## src/hw/rtl/block_owner_map_allocator_defines.svh

```systemverilog
// Assertion macros shared by the block owner map allocator RTL.
// Each macro expects signals named clk and rst_n in the including scope.
`ifndef BLOCK_OWNER_MAP_ALLOCATOR_DEFINES_SVH
`define BLOCK_OWNER_MAP_ALLOCATOR_DEFINES_SVH

// Same-cycle implication, disabled while reset is active
`define BOM_ASSERT(lbl, ante, cons, msg) \
    lbl: assert property (@(posedge clk) disable iff (!rst_n) (ante) |-> (cons)) \
        else $error(msg);

// Next-cycle implication, disabled while reset is active
`define BOM_ASSERT_NEXT(lbl, ante, cons, msg) \
    lbl: assert property (@(posedge clk) disable iff (!rst_n) (ante) |=> (cons)) \
        else $error(msg);

`endif

```

## src/hw/rtl/bom_ram.sv

```systemverilog
// Generic single-clock RAM: one write port, one read port, registered read.
// No dependencies.
module bom_ram #(
    parameter int WIDTH = 8,
    parameter int DEPTH = 512,
    localparam int AW = (DEPTH > 1) ? $clog2(DEPTH) : 1
) (
    input  logic             clk,
    input  logic             we,
    input  logic [AW-1:0]    waddr,
    input  logic [WIDTH-1:0] wdata,
    input  logic [AW-1:0]    raddr,
    output logic [WIDTH-1:0] rdata
);

    logic [WIDTH-1:0] mem [DEPTH];

    // Write the addressed word
    always_ff @(posedge clk)
    begin
        if (we)
        begin
            mem[waddr] <= wdata;
        end
    end

    // Register the read word
    always_ff @(posedge clk)
    begin
        rdata <= mem[raddr];
    end

endmodule

```

## config.mk

```make
export PLATFORM = sky130hd
export DESIGN_NAME = bom_ram
export DESIGN_NICKNAME = d
export VERILOG_FILES = /design/src/hw/rtl/block_owner_map_allocator_defines.svh /design/src/hw/rtl/bom_ram.sv
export SDC_FILE = /design/constraint.sdc
export NUM_CORES = 2
export LEC_CHECK = 0
export ABC_CLOCK_PERIOD_IN_PS = 2500
export BUFFER_PORTS_ARGS = -buffer_cell sky130_fd_sc_hd__buf_4
export CAP_MARGIN = 20
export CORE_MARGIN = 1
export CORE_UTILIZATION = 40
export DETAILED_ROUTE_END_ITERATION = 6
export GPL_TIMING_DRIVEN = 0
export PLACE_DENSITY = 0.52
export SETUP_SLACK_MARGIN = 0.3
export SLEW_MARGIN = 40
export SYNTH_ARGS = -nofsm -noshare
export SYNTH_HDL_FRONTEND = slang
export SYNTH_SLANG_ARGS = --single-unit
```

## constraint.sdc

```tcl
create_clock -name clk -period 2.5 [get_ports clk]
set_clock_uncertainty 0.15 [all_clocks]
set_input_delay 0.5 -clock clk [delete_from_list [all_inputs] [get_ports clk]]
set_output_delay 0.5 -clock clk [all_outputs]
set_load 0.03 [all_outputs]
```

### Word-level counts from Yosys, hierarchy flattened

Memories as Yosys holds them, arrays and structs flattened. A register that Yosys moved wholly into a read port is not among the register bits.
Cells that the tools add are included.

* logic and storage cells: 3
* output and inout port bits: 8
* memories kept: 1
* memory bits (writable): 4096
* register bits after elaboration: 0
* input port bits: 28

Memory list
* mem: depth 512, width 8, read ports 1, clocked after memory_dff 1, write ports 1, line bom_ram.sv:16 `logic [WIDTH-1:0] mem [DEPTH];`

* multiplexer cells: 2

Operator list (number)
* two-way mux 1 bit: 2

### Depth between registers and ports, before layout

* depth after elaboration: 2
* mapped depth: 12
* mapped depth without buffers: 7

### Least setup slack after synthesis

No wires, ideal clock.

* kind: input to register
* from: input raddr[0]
* to: register rdata[0], read port of mem
* data arrival time: 2.354 ns
* cell stages on the path: 10
* setup slack: -0.122 ns
* path buffers: 4
* path through: buf_4 -> buf_12 -> buf_12 -> buf_2 -> mux4_2 -> o21ai_0 -> nand3_1 -> nand4_1 -> o21ai_0 -> o2111a_1

RTL lines
* from (decl): line bom_ram.sv:12 `input logic [AW-1:0] raddr,`
* to (decl): line bom_ram.sv:13 `output logic [WIDTH-1:0] rdata`

==> results.txt <==
The flow ran to the end, but the final reports show violations. The final reports fail on setup timing. The synthesis-stage register bit count came out at 4,104. During synthesis, Yosys emitted a total of 0 warnings. The floorplan step defined a die boundary enclosing 0.402 mm². The detail route stage leaves a number of antenna-violating nets equal to 0. The clock latency on the worst-skew pair came out at around 1.0 ns.

The wire length of the first global-routing pass came out at 838,000 µm. The area of the core came out at 0.397 mm². The final routed DRC violation total came out at 0. The minimum period implied by the final worst setup slack is 3.14 ns. The stage delay of the slowest cell on the critical path came out at 0.62 ns. The final count of hold timing violations came to 0. The path class of the tightest hold or removal check is in2reg. For this block, the via count after detailed routing is 92,488. The standard-cell row count came out at 231. The top-level I/O count is 36. By area the synthesized netlist is led by sky130_fd_sc_hd__edfxtp_1 (77%), sky130_fd_sc_hd__mux4_2 (9.2%), sky130_fd_sc_hd__mux2i_1 (5.0%). Dividing the final minimum period by the clock period gives 126%. The count of distinct cell types in the synthesized netlist came out at 51. The number of max-capacitance violations reported is 0. The starting density of the core came out at 40.3%.

The area after detailed placement came out at 0.173 mm². The maximum clock frequency is 318 MHz. The post-synth net total came out at slightly above 8,000. Global routing used between 30% and 40% of the available tracks. The number of H-tree levels is 5. STA classifies the critical path endpoint as a register.

The count of pins over their slew limit was 0. The tightest slew margin relative to the limit is under 10%. The total wirelength of the detailed-routed design is 651,000 µm. The share of flip-flops with an asynchronous set or reset is 0%.

The static leakage power is 61.2 nW. The number of enable-type register cells in the synthesized netlist came out at 4,096. The area added between synthesis and finish is 20.3%.

The clock-pin slew on the worst setup and hold paths came out at 0.06 ns. The power per cell area came out at 789 mW/mm². The area fraction of the dominant cell type after synthesis is between 70% and 80%.

The count of TritonRoute iterations in the first routing pass came out at 6. The per-cell routed wire length is 45.0 µm. The via density per instance came out at 6.39. The global placer's final weighted congestion came out at between 0.9 and 1. In the synthesized netlist, mux cells make up 14.2% of the area.

The worst ir drop on vdd is roughly 0.62 mV. The die is 634 µm wide. The commonest cells after synthesis are sky130_fd_sc_hd__edfxtp_1 (4,096), sky130_fd_sc_hd__mux2i_1 (797), sky130_fd_sc_hd__mux4_2 (654), sky130_fd_sc_hd__nor2_1 (597), sky130_fd_sc_hd__o221ai_1 (371).

The first-iteration detailed-routing DRC count is 14,329. The pin count of the biggest net entering global routing came out at 103. Summed over all failing endpoints, the final setup total negative slack is -35.73 ns. The summed instance area of the synthesized netlist is 0.160 mm².

Traced cell by cell, the critical path runs through buf_4 -> nand2b_1 -> buf_2 -> buf_4 -> buf_8 -> o221ai_4 -> nor3_1 -> nor4_2 -> o311ai_2 -> nor4_4 -> o2111a_2. The height of the die came out at about 630 µm. In this run the tool buffered the top-level ports with 31 buffer cells.

The category of the most critical setup path is in2reg. The number of CTS-inserted buffers came out at 438. The slowest stage of the critical path belongs to the cell sky130_fd_sc_hd__nor4_2. STA classifies the critical path startpoint as a primary input. The TritonCTS clock tree is done. The cell count after synthesis came out at 8,030.

The power consumption is between 150 and 200 mW. Setup repair after global routing could not meet its margin everywhere. The residual overflow from global routing came out at 0.

The average instance in the mapped netlist occupies ~20 µm². Setup violations remaining at the end of the flow were counted as between 150 and 200. After synthesis, the largest family of logic cells by area is multiplexers. The compound-cell area share of the yosys netlist is 4.31%. Of the synthesized area, sequential elements account for 77.0%. The buffer type at the clock tree root is sky130_fd_sc_hd__clkbuf_16. The area of all placed cells without fillers is around 0.19 mm². The most used flip-flop cell after synthesis is sky130_fd_sc_hd__edfxtp_1.

The most common cell in the synthesized netlist is sky130_fd_sc_hd__edfxtp_1. The buffer levels on the longest clock path is 4. STA puts the critical path data required time at 3.29 ns.

The ratio of cells with drive above 1 in the final layout came out at 30.7%. At the pin with the least slew margin, the transition time is between 1 and 1.5 ns. In this design, the critical path's most frequently occurring cell is sky130_fd_sc_hd__buf_4.

Along the worst path, the maximum fanout reaches 8. The synthesized design spends more area on one cell type than any other, namely sky130_fd_sc_hd__edfxtp_1. The via count of the first global-routing pass came to between 80,000 and 90,000. The initial antenna violation count came out at a little under 80.

The net count reported at finish is 8,863. Detailed placement finished with a half-perimeter wire length of ~470,000 µm. Of the total synthesized cell area, the portion taken by AND, OR, NAND and NOR gates is 2.63%. The critical path data arrival time is between 3 and 4 ns.

The arithmetic-cell share of the synthesized area counting full adders, half adders and majority gates is 0%. The xor and xnor area share after synthesis came out at 0%. The clock net in this run drives a total of 4,104 sinks.

The minimum setup slack in the final design is -0.641 ns.
==> critical path, delay by kind of cell <==
kind / cells / cell delay [ns]
AOI/OAI and AO/OA: 3 / 1.10
buffers and inverters: 4 / 0.77
and+or+nand+nor: 4 / 1.50
==> layout make-up <==
| type | count | area (µm²) |
|---|---|---|
| inverter | 3 | 15.0 |
| multi-input combinational | 3410 | 37400 |
| fill | 32387 | 204000 |
| buffer | 513 | 5230 |
| sequential | 4104 | 123000 |
| clock inverter | 251 | 2370 |
| tap | 5242 | 6560 |
| antenna | 36 | 90.1 |
| clock buffer | 547 | 11700 |
| timing repair buffer | 365 | 5930 |
==> what timing repair did <==
item / 4_1_cts / 5_1_grt
endpoints found under the setup margin: 1573 / 2007
resized for setup: 605 / 385
gates cloned: 0 / 3
setup buffers: 36 / 95
pin swaps: 53 / 66
hold buffers: 10 / 1
hold endpoints to repair: 728 / 61
==> metal layers <==
metal	track usage (%)	part of all wire, %	routed length (µm)	vias up
met5	0	0.033	213	-
met4	18.1	6.3	41200	28
met3	8.47	12	76900	1278
met2	46.5	44	284000	6337
met1	43.3	38	248000	49563
li1	-	-	-	35282
==> placed cells by master, fill, tap and decap left out, types with 48 or more instances in the layout <==
cell type and n:
sky130_fd_sc_hd__o221ai_2 94, sky130_fd_sc_hd__nand2_1 89, sky130_fd_sc_hd__mux2i_1 792, sky130_fd_sc_hd__nor2_2 352
sky130_fd_sc_hd__buf_12 108, sky130_fd_sc_hd__nor2_4 76, sky130_fd_sc_hd__mux4_2 654, sky130_fd_sc_hd__clkinv_1 97
sky130_fd_sc_hd__a22oi_1 57, sky130_fd_sc_hd__o221ai_1 246, sky130_fd_sc_hd__clkbuf_4 94, sky130_fd_sc_hd__buf_6 75
sky130_fd_sc_hd__clkbuf_2 87, sky130_fd_sc_hd__clkbuf_1 130, sky130_fd_sc_hd__o22ai_1 157, sky130_fd_sc_hd__nor2_1 169
sky130_fd_sc_hd__clkbuf_16 459, sky130_fd_sc_hd__clkinv_2 74, sky130_fd_sc_hd__buf_8 48, sky130_fd_sc_hd__buf_4 210
sky130_fd_sc_hd__nor3_1 93, sky130_fd_sc_hd__buf_16 142, sky130_fd_sc_hd__a21oi_1 167, sky130_fd_sc_hd__edfxtp_1 4096
sky130_fd_sc_hd__o21ai_0 72
==> registers in the layout, summed over array words and instances, names as in the netlist <==
name / cells
mem: 4096
rdata: 8
==> cells by family (layout without fill, tap and decap cells) <==
kind of cell	Yosys count	in the layout
compound gates	979	979
buf+inv	516	1679
flops	4104	4104
mux	1451	1451
other cells	0	36
simple gates	980	980
==> stage by stage <==
stage	cells	util [%]	worst slack [ns]	hold WS [ns]
finish	14471	48.5	-0.641	0.121
global route	14443	48.5	-0.450	0.125
CTS	14337	47.8	-0.379	0.0806
detailed placement	13493	43.5	-2.80	0.688
global placement	13303	42.1	-5.60	0.780
floorplan	8030	-	0.0182	0.449
==> power breakdown <==
part | switching, mW | internal [mW] | leakage (nW)
clock network | 27.9 | 36.9 | 6.86
logic | 7.83 | 3.42 | 17.5
registers | 0.0285 | 75.8 | 36.9
==> final timing paths <==
kind / startpoint / to / slack, ns / cells after the start
hold / removal: waddr[3] / mem[17][6] / 0.12 / 4
hold reg to reg: mem[154][2] / rdata[2] / 1.23 / 4
setup / recovery: raddr[2] / rdata[5] / -0.64 / 11
setup reg to reg: mem[35][5] / rdata[5] / -0.60 / 7
(Power assumes the default switching activity.)
